[src/design/alert_rule_state_machine_top_defines.svh]
// assertion macros shared by the alert rule state machine modules
`ifndef ALERT_RULE_STATE_MACHINE_TOP_DEFINES_SVH
`define ALERT_RULE_STATE_MACHINE_TOP_DEFINES_SVH

`ifndef NO_ASSERTIONS
`define ARSM_ASSERT(name, prop, msg) \
  name: assert property (@(posedge clk_i) disable iff (!rst_ni) (prop)) else $error(msg);
`define ARSM_ASSERT_RST(name, prop, msg) \
  name: assert property (@(posedge clk_i) (prop)) else $error(msg);
`else
`define ARSM_ASSERT(name, prop, msg)
`define ARSM_ASSERT_RST(name, prop, msg)
`endif

`endif

[src/design/arsm_pkg.sv]
// types, codes and constants of the alert rule state machine
package arsm_pkg;

  localparam int unsigned DEVICES_DEF   = 16;
  localparam int unsigned TIME_BITS_DEF = 48;
  localparam int unsigned DEV_FIELD_W   = 4;
  localparam int unsigned PEAK_W        = 32;
  localparam int unsigned CFG_W         = 32;
  localparam int unsigned DUR_W         = CFG_W + 1;
  localparam int unsigned CFG_IDX_W     = 2;

  localparam logic [CFG_IDX_W-1:0] CFG_SUSTAIN  = 2'd0;
  localparam logic [CFG_IDX_W-1:0] CFG_COOLDOWN = 2'd1;
  localparam logic [CFG_IDX_W-1:0] CFG_MERGE    = 2'd2;

  typedef enum logic [2:0] {
    M_NORMAL     = 3'd0,
    M_PENDING    = 3'd1,
    M_FIRING     = 3'd2,
    M_RECOVERING = 3'd3,
    M_COOLDOWN   = 3'd4
  } mode_e;

  typedef enum logic [3:0] {
    EV_TO_NORMAL      = 4'd0,
    EV_PENDING        = 4'd1,
    EV_FIRE_NEW       = 4'd2,
    EV_FIRE_REOPEN    = 4'd3,
    EV_HIT            = 4'd4,
    EV_BACK_FIRING    = 4'd5,
    EV_RECOVERING     = 4'd6,
    EV_CLOSE_NORMAL   = 4'd7,
    EV_CLOSE_COOLDOWN = 4'd8
  } event_code_e;

  typedef enum logic [2:0] {
    S_CLEAR  = 3'd0,
    S_IDLE   = 3'd1,
    S_CMP1   = 3'd2,
    S_CMP2   = 3'd3,
    S_COMMIT = 3'd4
  } seq_state_e;

  typedef struct packed {
    logic [DEV_FIELD_W-1:0]   device;
    event_code_e              code;
    mode_e                    mode;
    logic signed [PEAK_W-1:0] peak;
    logic                     last;
  } event_t;

endpackage

[src/design/arsm_elapsed.sv]
// shared interval unit: has at least dur passed from ref to now
module arsm_elapsed import arsm_pkg::*; #(
  parameter int unsigned TIME_BITS = TIME_BITS_DEF
) (
  input  logic [TIME_BITS-1:0] now_i,
  input  logic [TIME_BITS-1:0] ref_i,
  input  logic [DUR_W-1:0]     dur_i,
  output logic                 elapsed_o
);

  localparam int unsigned CW = (TIME_BITS > DUR_W) ? TIME_BITS : DUR_W;

  logic [TIME_BITS:0] diff;

  // borrow out means time went backwards: not yet elapsed
  assign diff      = {1'b0, now_i} - {1'b0, ref_i};
  assign elapsed_o = !diff[TIME_BITS] && (CW'(diff[TIME_BITS-1:0]) >= CW'(dur_i));

endmodule

[src/design/arsm_evq.sv]
// two-entry event buffer between the sequencer and the output channel
`include "alert_rule_state_machine_top_defines.svh"
module arsm_evq import arsm_pkg::*; (
  input  logic                     clk_i,
  input  logic                     rst_ni,
  input  logic                     load_i,
  input  logic [1:0]               n_i,
  input  event_t [1:0]             ev_i,
  output logic                     empty_o,
  output logic                     out_valid_o,
  input  logic                     out_stall_i,
  output logic [DEV_FIELD_W-1:0]   event_device_o,
  output logic [3:0]               event_code_o,
  output logic [2:0]               new_mode_o,
  output logic signed [PEAK_W-1:0] event_peak_o,
  output logic                     last_event_o
);

  logic [1:0]   cnt_q, cnt_d;
  event_t [1:0] slot_q;
  logic         pop;

  assign out_valid_o = (cnt_q != 2'd0);
  assign empty_o     = (cnt_q == 2'd0);
  assign pop         = out_valid_o && !out_stall_i;

  always_comb begin
    cnt_d = cnt_q;
    if (load_i) begin
      cnt_d = n_i;
    end else if (pop) begin
      cnt_d = cnt_q - 2'd1;
    end
  end

  always_ff @(posedge clk_i or negedge rst_ni) begin
    if (!rst_ni) begin
      cnt_q <= 2'd0;
    end else begin
      cnt_q <= cnt_d;
    end
  end

  always_ff @(posedge clk_i) begin
    if (load_i) begin
      slot_q <= ev_i;
    end else if (pop) begin
      slot_q[0] <= slot_q[1];
    end
  end

  assign event_device_o = slot_q[0].device;
  assign event_code_o   = slot_q[0].code;
  assign new_mode_o     = slot_q[0].mode;
  assign event_peak_o   = slot_q[0].peak;
  assign last_event_o   = slot_q[0].last;

  `ARSM_ASSERT(a_load_empty, load_i |-> cnt_q == 2'd0, "event buffer loaded while not empty")
  `ARSM_ASSERT(a_cnt_range, cnt_q != 2'd3, "event buffer count out of range")
  `ARSM_ASSERT(a_last_tail, out_valid_o && slot_q[0].last |-> cnt_q == 2'd1, "last event not at tail")
  `ARSM_ASSERT(a_load_cnt, load_i |=> cnt_q == $past(n_i), "event count not taken on load")

endmodule

[src/design/alert_rule_state_machine_top.sv]
// alert rule state machine: per-device five-state alert tracking with event records
// events of an accepted item are offered once its commit has loaded them into the event buffer
// an acting item needs one state read, two passes of the shared interval unit and one
//   commit, and no new item is taken until it is back in idle; ignored items do not stall
// a commit waits while the previous item's events are still buffered
// reset: asynchronous; then a clearing pass that writes every entry of the state memory
`include "alert_rule_state_machine_top_defines.svh"
module alert_rule_state_machine_top import arsm_pkg::*; #(
  parameter int unsigned DEVICES   = DEVICES_DEF,
  parameter int unsigned TIME_BITS = TIME_BITS_DEF
) (
  input  logic                     clk_i,
  input  logic                     rst_ni,
  input  logic                     cfg_valid_i,
  output logic                     cfg_ready_o,
  input  logic [CFG_IDX_W-1:0]     cfg_index_i,
  input  logic [CFG_W-1:0]         cfg_data_i,
  input  logic                     in_valid_i,
  output logic                     in_stall_o,
  input  logic [DEV_FIELD_W-1:0]   device_i,
  input  logic [TIME_BITS-1:0]     eval_time_i,
  input  logic                     eval_valid_i,
  input  logic                     data_present_i,
  input  logic                     condition_met_i,
  input  logic                     recovery_met_i,
  input  logic signed [PEAK_W-1:0] peak_sample_i,
  output logic                     out_valid_o,
  input  logic                     out_stall_i,
  output logic [DEV_FIELD_W-1:0]   event_device_o,
  output logic [3:0]               event_code_o,
  output logic [2:0]               new_mode_o,
  output logic signed [PEAK_W-1:0] event_peak_o,
  output logic                     last_event_o
);

  localparam int unsigned DEV_W = (DEVICES > 1) ? $clog2(DEVICES) : 1;

  typedef struct packed {
    mode_e                mode;
    logic [TIME_BITS-1:0] since;
    logic [TIME_BITS-1:0] close;
    logic                 has_inc;
  } entry_t;

  // configuration
  logic [CFG_W-1:0] sustain_q, cooldown_q, merge_q;

  assign cfg_ready_o = 1'b1;

  always_ff @(posedge clk_i or negedge rst_ni) begin
    if (!rst_ni) begin
      sustain_q  <= '0;
      cooldown_q <= '0;
      merge_q    <= '0;
    end else if (cfg_valid_i) begin
      case (cfg_index_i)
        CFG_SUSTAIN:  sustain_q  <= cfg_data_i;
        CFG_COOLDOWN: cooldown_q <= cfg_data_i;
        CFG_MERGE:    merge_q    <= cfg_data_i;
        default:      ;
      endcase
    end
  end

  // sequencer
  seq_state_e state_q, state_d;
  logic [DEV_W-1:0] clr_q;
  logic             clr_last;
  logic             in_acc, in_range, go;
  logic [DEV_W-1:0] in_idx;
  logic             q_empty, q_load;

  assign in_range = 32'(device_i) < DEVICES;
  assign in_idx   = DEV_W'(device_i);
  assign in_acc   = in_valid_i && !in_stall_o;
  assign go       = in_acc && eval_valid_i && in_range;
  assign clr_last = (clr_q == DEV_W'(DEVICES - 1));

  always_comb begin
    state_d = state_q;
    case (state_q)
      S_CLEAR:  if (clr_last) state_d = S_IDLE;
      S_IDLE:   if (go) state_d = S_CMP1;
      S_CMP1:   state_d = S_CMP2;
      S_CMP2:   state_d = S_COMMIT;
      S_COMMIT: if (q_empty) state_d = S_IDLE;
      default:  state_d = S_IDLE;
    endcase
  end

  always_ff @(posedge clk_i or negedge rst_ni) begin
    if (!rst_ni) begin
      state_q <= S_CLEAR;
      clr_q   <= '0;
    end else begin
      state_q <= state_d;
      if (state_q == S_CLEAR) begin
        clr_q <= clr_q + 1'b1;
      end
    end
  end

  // item registers
  logic [DEV_W-1:0]         idx_q;
  logic [DEV_FIELD_W-1:0]   dev_q;
  logic [TIME_BITS-1:0]     now_q;
  logic                     hd_q, cm_q, rm_q;
  logic signed [PEAK_W-1:0] peak_q;

  always_ff @(posedge clk_i) begin
    if (go) begin
      idx_q  <= in_idx;
      dev_q  <= device_i;
      now_q  <= eval_time_i;
      hd_q   <= data_present_i;
      cm_q   <= condition_met_i;
      rm_q   <= recovery_met_i;
      peak_q <= peak_sample_i;
    end
  end

  // state memory
  entry_t           mem [DEVICES];
  entry_t           rd_q;
  entry_t           mem_wd, dec_entry, clr_entry;
  logic             mem_we;
  logic [DEV_W-1:0] mem_wa;
  logic [1:0]       dec_n;

  assign clr_entry = '{mode: M_NORMAL, since: '0, close: '0, has_inc: 1'b0};

  always_comb begin
    in_stall_o = (state_q != S_IDLE);
    mem_we     = 1'b0;
    mem_wa     = idx_q;
    mem_wd     = dec_entry;
    q_load     = 1'b0;
    case (state_q)
      S_CLEAR: begin
        mem_we = 1'b1;
        mem_wa = clr_q;
        mem_wd = clr_entry;
      end
      S_COMMIT: begin
        mem_we = q_empty;
        q_load = q_empty && (dec_n != 2'd0);
      end
      default: ;
    endcase
  end

  always_ff @(posedge clk_i) begin
    if (mem_we) begin
      mem[mem_wa] <= mem_wd;
    end
    if (go) begin
      rd_q <= mem[in_idx];
    end
  end

  // shared interval unit: cooldown or sustain from since, then merge window from close
  logic [TIME_BITS-1:0] unit_ref;
  logic [DUR_W-1:0]     unit_dur;
  logic                 unit_out;
  logic                 e1_q, e2_q;

  always_comb begin
    if (state_q == S_CMP1) begin
      unit_ref = rd_q.since;
      unit_dur = (rd_q.mode == M_COOLDOWN) ? {1'b0, cooldown_q} : {1'b0, sustain_q};
    end else begin
      unit_ref = rd_q.close;
      unit_dur = {1'b0, merge_q} + DUR_W'(1);
    end
  end

  arsm_elapsed #(
    .TIME_BITS (TIME_BITS)
  ) u_elapsed (
    .now_i     (now_q),
    .ref_i     (unit_ref),
    .dur_i     (unit_dur),
    .elapsed_o (unit_out)
  );

  always_ff @(posedge clk_i) begin
    if (state_q == S_CMP1) begin
      e1_q <= unit_out;
    end
    if (state_q == S_CMP2) begin
      e2_q <= unit_out;
    end
  end

  // transition decision
  event_code_e dec_code [2];
  mode_e       dec_mode [2];
  mode_e       m;
  logic        proceed;
  logic        sus_nz, cool_nz, merge_nz;

  assign sus_nz   = (sustain_q != '0);
  assign cool_nz  = (cooldown_q != '0);
  assign merge_nz = (merge_q != '0);

  always_comb begin
    dec_entry   = rd_q;
    dec_n       = 2'd0;
    dec_code[0] = EV_TO_NORMAL;
    dec_code[1] = EV_TO_NORMAL;
    dec_mode[0] = M_NORMAL;
    dec_mode[1] = M_NORMAL;
    m           = rd_q.mode;
    proceed     = 1'b1;
    // expired cooldown falls through to normal handling
    if (m == M_COOLDOWN) begin
      if (e1_q) begin
        m               = M_NORMAL;
        dec_entry.mode  = M_NORMAL;
        dec_entry.since = now_q;
        dec_code[0]     = EV_TO_NORMAL;
        dec_mode[0]     = M_NORMAL;
        dec_n           = 2'd1;
      end else begin
        proceed = 1'b0;
      end
    end
    if (proceed && hd_q && (m inside {M_NORMAL, M_PENDING})) begin
      if (!cm_q) begin
        if (m == M_PENDING) begin
          dec_entry.mode        = M_NORMAL;
          dec_entry.since       = now_q;
          dec_code[dec_n[0]]    = EV_TO_NORMAL;
          dec_mode[dec_n[0]]    = M_NORMAL;
          dec_n                 = dec_n + 2'd1;
        end
      end else if (m == M_NORMAL && sus_nz) begin
        dec_entry.mode     = M_PENDING;
        dec_entry.since    = now_q;
        dec_code[dec_n[0]] = EV_PENDING;
        dec_mode[dec_n[0]] = M_PENDING;
        dec_n              = dec_n + 2'd1;
      end else if (m == M_NORMAL || e1_q) begin
        dec_entry.mode     = M_FIRING;
        dec_entry.since    = now_q;
        dec_mode[dec_n[0]] = M_FIRING;
        // refire inside the merge window reopens the last incident
        if (rd_q.has_inc && merge_nz && !e2_q) begin
          dec_entry.has_inc  = 1'b0;
          dec_entry.close    = '0;
          dec_code[dec_n[0]] = EV_FIRE_REOPEN;
        end else begin
          dec_code[dec_n[0]] = EV_FIRE_NEW;
        end
        dec_n = dec_n + 2'd1;
      end
    end else if (proceed && (m inside {M_FIRING, M_RECOVERING})) begin
      if (m == M_FIRING && hd_q && cm_q) begin
        dec_code[dec_n[0]] = EV_HIT;
        dec_mode[dec_n[0]] = M_FIRING;
        dec_n              = dec_n + 2'd1;
      end
      if (hd_q) begin
        if (m == M_RECOVERING && !rm_q) begin
          dec_entry.mode     = M_FIRING;
          dec_entry.since    = now_q;
          dec_code[dec_n[0]] = EV_BACK_FIRING;
          dec_mode[dec_n[0]] = M_FIRING;
          dec_n              = dec_n + 2'd1;
        end else if (rm_q) begin
          if (m == M_FIRING && sus_nz) begin
            dec_entry.mode     = M_RECOVERING;
            dec_entry.since    = now_q;
            dec_code[dec_n[0]] = EV_RECOVERING;
            dec_mode[dec_n[0]] = M_RECOVERING;
            dec_n              = dec_n + 2'd1;
          end else if (m == M_FIRING || e1_q) begin
            dec_entry.has_inc = 1'b1;
            dec_entry.close   = now_q;
            dec_entry.since   = now_q;
            if (cool_nz) begin
              dec_entry.mode     = M_COOLDOWN;
              dec_code[dec_n[0]] = EV_CLOSE_COOLDOWN;
              dec_mode[dec_n[0]] = M_COOLDOWN;
            end else begin
              dec_entry.mode     = M_NORMAL;
              dec_code[dec_n[0]] = EV_CLOSE_NORMAL;
              dec_mode[dec_n[0]] = M_NORMAL;
            end
            dec_n = dec_n + 2'd1;
          end
        end
      end
    end
  end

  // event records
  event_t [1:0] dec_ev;

  always_comb begin
    for (int i = 0; i < 2; i++) begin
      dec_ev[i].device = dev_q;
      dec_ev[i].code   = dec_code[i];
      dec_ev[i].mode   = dec_mode[i];
      dec_ev[i].peak   = peak_q;
      dec_ev[i].last   = (2'(i) == (dec_n - 2'd1));
    end
  end

  arsm_evq u_evq (
    .clk_i          (clk_i),
    .rst_ni         (rst_ni),
    .load_i         (q_load),
    .n_i            (dec_n),
    .ev_i           (dec_ev),
    .empty_o        (q_empty),
    .out_valid_o    (out_valid_o),
    .out_stall_i    (out_stall_i),
    .event_device_o (event_device_o),
    .event_code_o   (event_code_o),
    .new_mode_o     (new_mode_o),
    .event_peak_o   (event_peak_o),
    .last_event_o   (last_event_o)
  );

  `ARSM_ASSERT(a_load_commit, q_load |-> (state_q == S_COMMIT) && q_empty, "events loaded outside commit")
  `ARSM_ASSERT(a_clear_walk, (state_q == S_CLEAR) && !clr_last |=> clr_q == $past(clr_q) + 1'b1, "clearing pass skipped an entry")
  `ARSM_ASSERT(a_cmp_order, state_q == S_CMP2 |=> state_q == S_COMMIT, "commit did not follow second compare")
  `ARSM_ASSERT_RST(a_reset_clear, !rst_ni |=> state_q == S_CLEAR, "reset did not start clearing pass")

endmodule
[config.mk]
export PLATFORM = sky130hd
export DESIGN_NAME = alert_rule_state_machine_top
export DESIGN_NICKNAME = d
export VERILOG_FILES = /design/src/design/arsm_pkg.sv /design/src/design/arsm_elapsed.sv /design/src/design/arsm_evq.sv /design/src/design/alert_rule_state_machine_top.sv
export VERILOG_INCLUDE_DIRS = /design/src /design/src/design
export SDC_FILE = /design/constraint.sdc
export NUM_CORES = 2
export LEC_CHECK = 0
export BUFFER_PORTS_ARGS = -buffer_cell sky130_fd_sc_hd__buf_2
export CORE_MARGIN = 5
export CORE_UTILIZATION = 40
export DETAILED_ROUTE_END_ITERATION = 10
export PLACE_DENSITY_LB_ADDON = 0.05
export SYNTH_ARGS = -nofsm -noshare
export SYNTH_HDL_FRONTEND = slang
export SYNTH_SLANG_ARGS = --single-unit
[constraint.sdc]
create_clock -name clk_i -period 42.9 [get_ports clk_i]
set_input_delay 8.58 -clock clk_i [delete_from_list [all_inputs] [get_ports clk_i]]
set_output_delay 8.58 -clock clk_i [all_outputs]
set_load 0.1 [all_outputs]
==> metrics.csv <==
stage,metric,value,unit
placement,numPortBuffers,172,
logic_synthesis,synth.area.mux_share,16.5,%
pwr,leakage,29.7,nW
run_status,status,"finished, final reports clean",
final_layout,fillers,17100,
sta,tns,0,ns
logic_synthesis,synth-simple-area-share,3.75,%
final_layout,post-route-util,45.4,%
clocking,clk_pin_slew,0.06,ns
logic_synthesis,synth_top_family_by_area,multiplexers,
floorplanning,rows,165,
clocking,clk_latency,0.85,ns
floorplanning,die_x,459,um
logic_synthesis,synth_compound_area_share,3.06,%
routing,drt_first_pass_iters,5,
routing,vias,41200,
final_layout,final_cell_mix,"1875 x edfxtp_1, 500 x mux4_2, 329 x nand2_1, 216 x clkbuf_16, 177 x a21oi_1",
sta,relSlewSlack,1.52,%
routing,postRouteAntennaNets,0,
sta,finalCritPeriodShare,28.1,%
logic_synthesis,yosys.area_share.adder,1.45,%
placement,place_hpwl,113,mm
global_route,grt_pass1_wl,321,mm
logic_synthesis,synth-async-reset-ratio,5.30,%
floorplanning,die_h,459,um
global_route,grt_max_degree,99,
min_path,hold_path.class,reg2reg,
sta,fmax,0.0830,GHz
routing,routed_wl,225,mm
pwr,power_density,62.5,nW/um^2
logic_synthesis,ys_ff_latch,1980,
final_layout,final_common_cell,edfxtp_1,
clocking,cts_buffers,213,
sta,skew,0.0308,ns
sta,tightest_slew,1.48,ns
setup_path,worstPathMaxFanout,57,
clocking,clkSinkCount,1980,
routing,drc_errors,0,
clocking,postCtsSetupBuffers,0,
clocking,cts_tree,built,
sta,setup_viol,0,
sta,drv_slew,0,
sta,hold_viol,0,
routing,drt_iter0_markers,3522,
routing,viasPerCell,5.69,
global_route,grt_pass1_vias,42200,
clocking,cts_buffer_depth,3,
logic_synthesis,ys_seq_area_share,73.0,%
pwr,ir_worst_vdd,0.0545,mV
sta,fin_ws,30.85,ns
floorplanning,initial_utilization,40.1,%
logic_synthesis,mappedNetlistArea,80800,sq um
sta,rsz0062_at_grt,no,
setup_path,critPathKind,in2reg,
floorplanning,ioPinCount,174,
setup_path,cp-start-kind,primary input,
final_layout,syn_to_final_growth,13.2,%
floorplanning,dieArea,211000,sq um
logic_synthesis,synth_edf_count,1875,
global_route,antenna_found_initial,17,
clocking,cts_resized,0,
placement,pre_cts_slack,29.82,ns
logic_synthesis,synth-xor-area-share,0.737,%
logic_synthesis,synthCells,4193,
routing,detail_route.wl_per_cell,31.1,um
final_layout,nets,4601,
floorplanning,coreArea,201000,sq um
clocking,cts_max_level,4,
logic_synthesis,synth_nets,4413,
clocking,root_buffer,clkbuf_16,
final_layout,multi_input_area,20800,sq um
final_layout,drive_above_1_share,26.2,%
clocking,cts_hold_buf,0,
global_route,grt.total_usage,21.3,%
run,cap_violations,0,
logic_synthesis,syn_avg_cell_area,19.3,sq um
logic_synthesis,yosys_most_used_dff,edfxtp_1,
setup_path,critical_path_required,43.46,ns
setup_path,arrival,12.61,ns
final_layout,seq_area,58900,sq um
placement,gp_congestion,0.795,
sta,min_period,12.05,ns
logic_synthesis,yosysUniqueCellTypes,76,
setup_path,worst_setup_path_end_kind,flip-flop,
logic_synthesis,ys_warn_count,0,
global_route,grt_remaining_overflow,0,
state kept, by name, summed over array words and instances, names as in the netlist, 2 cells and up:
name                  count
now_q                    48
clr_q                     4
cooldown_q               32
u_evq.cnt_q               2
sustain_q                32
rd_q                    100
merge_q                  32
peak_q                   32
dev_q                     4
u_evq.event_code_o        3
u_evq.slot_q             43
u_evq.event_device_o      4
u_evq.event_peak_o       32
state_q                   3
mem                    1600
u_evq.new_mode_o          3
cell type report:
cell class,instances,area share (%)
Sequential cell,1980,64.4
Timing Repair Buffer,231,1.72
Multi-Input combinational cell,1922,22.7
Inverter,33,0.135
Clock buffer,268,6.15
Antenna cell,3,0.00821
Tap cell,2672,3.66
Clock inverter,123,1.20
critical path, cell delays in order:
cell and delay (ns):
buf_8 0.53, buf_4 0.73, buf_4 0.74, buf_4 0.76, mux4_2 0.59, mux4_2 0.47
cell usage after synthesis (10+ instances only):
cell	number	area share, %
nor2b_1	10	0.077
nand2_1	331	1.5
clkbuf_1	164	0.76
o21a_1	21	0.20
nor3_1	20	0.12
buf_4	44	0.41
nor2_1	84	0.39
xnor2_1	42	0.46
a31oi_1	15	0.12
nand3_1	84	0.52
mux4_2	500	14
inv_1	33	0.15
ha_1	92	1.4
and3_1	18	0.14
nor4_1	31	0.24
mux2_2	133	1.9
mux2i_1	54	0.67
nand4_1	33	0.26
a211oi_1	12	0.11
edfxtp_1	1875	70
xor2_1	26	0.28
o21ai_0	86	0.53
dfrtp_1	105	3.3
a21o_1	21	0.20
buf_1	42	0.20
a21oi_1	178	1.1
where the power goes:
group / total (mW) / switching, mW / internal [mW] / leakage, nW
clock: 1.78 / 0.751 / 1.03 / 3.27
sequential: 2.76 / 0.0962 / 2.66 / 18.5
combinational: 1.18 / 0.868 / 0.316 / 7.98
final timing paths:
kind                             startpoint                to  slack [ns]  depth (start not counted)
min in group asynchronous            rst_ni    u_evq.cnt_q[1]        7.88                          1
max in group asynchronous            rst_ni        merge_q[1]       33.78                          2
worst max register to register   state_q[0]              e2_q       34.41                         24
worst min-delay path             peak_q[24]  u_evq.slot_q[69]        0.45                          0
worst min register to register   peak_q[24]  u_evq.slot_q[69]        0.45                          0
worst max-delay path            device_i[0]          rd_q[17]       30.85                          6
routing by layer:
metal	wire, um	vias up	track usage, %
li1	-	17500	-
met1	97600	22300	29.6
met2	112000	1102	35.8
met3	10200	288	2.88
met4	4900	0	5.17
met5	0	-	0
cell families (layout without fill, tap and decap cells):
family | count (synthesis) | count (layout)
simple gates | 665 | 665
buf+inv | 291 | 655
xor+xnor | 68 | 68
compound gates | 408 | 408
mux | 687 | 687
other cells | 1 | 4
fa+ha+maj | 93 | 93
flops | 1980 | 1980
metrics by stage:
stage	std cells	total power, mW	hold slack [ns]	area [sq um]
6_report	7232	5.72	0.445	91400
5_1_grt	7232	5.96	0.459	91400
4_1_cts	7229	5.79	0.447	91400
3_5_place_dp	6838	4.00	0.433	84700
3_3_place_gp	6838	3.99	0.426	84700
2_1_floorplan	4193	3.52	0.420	80800
No activity file was read; power rests on OpenSTA's default activity.
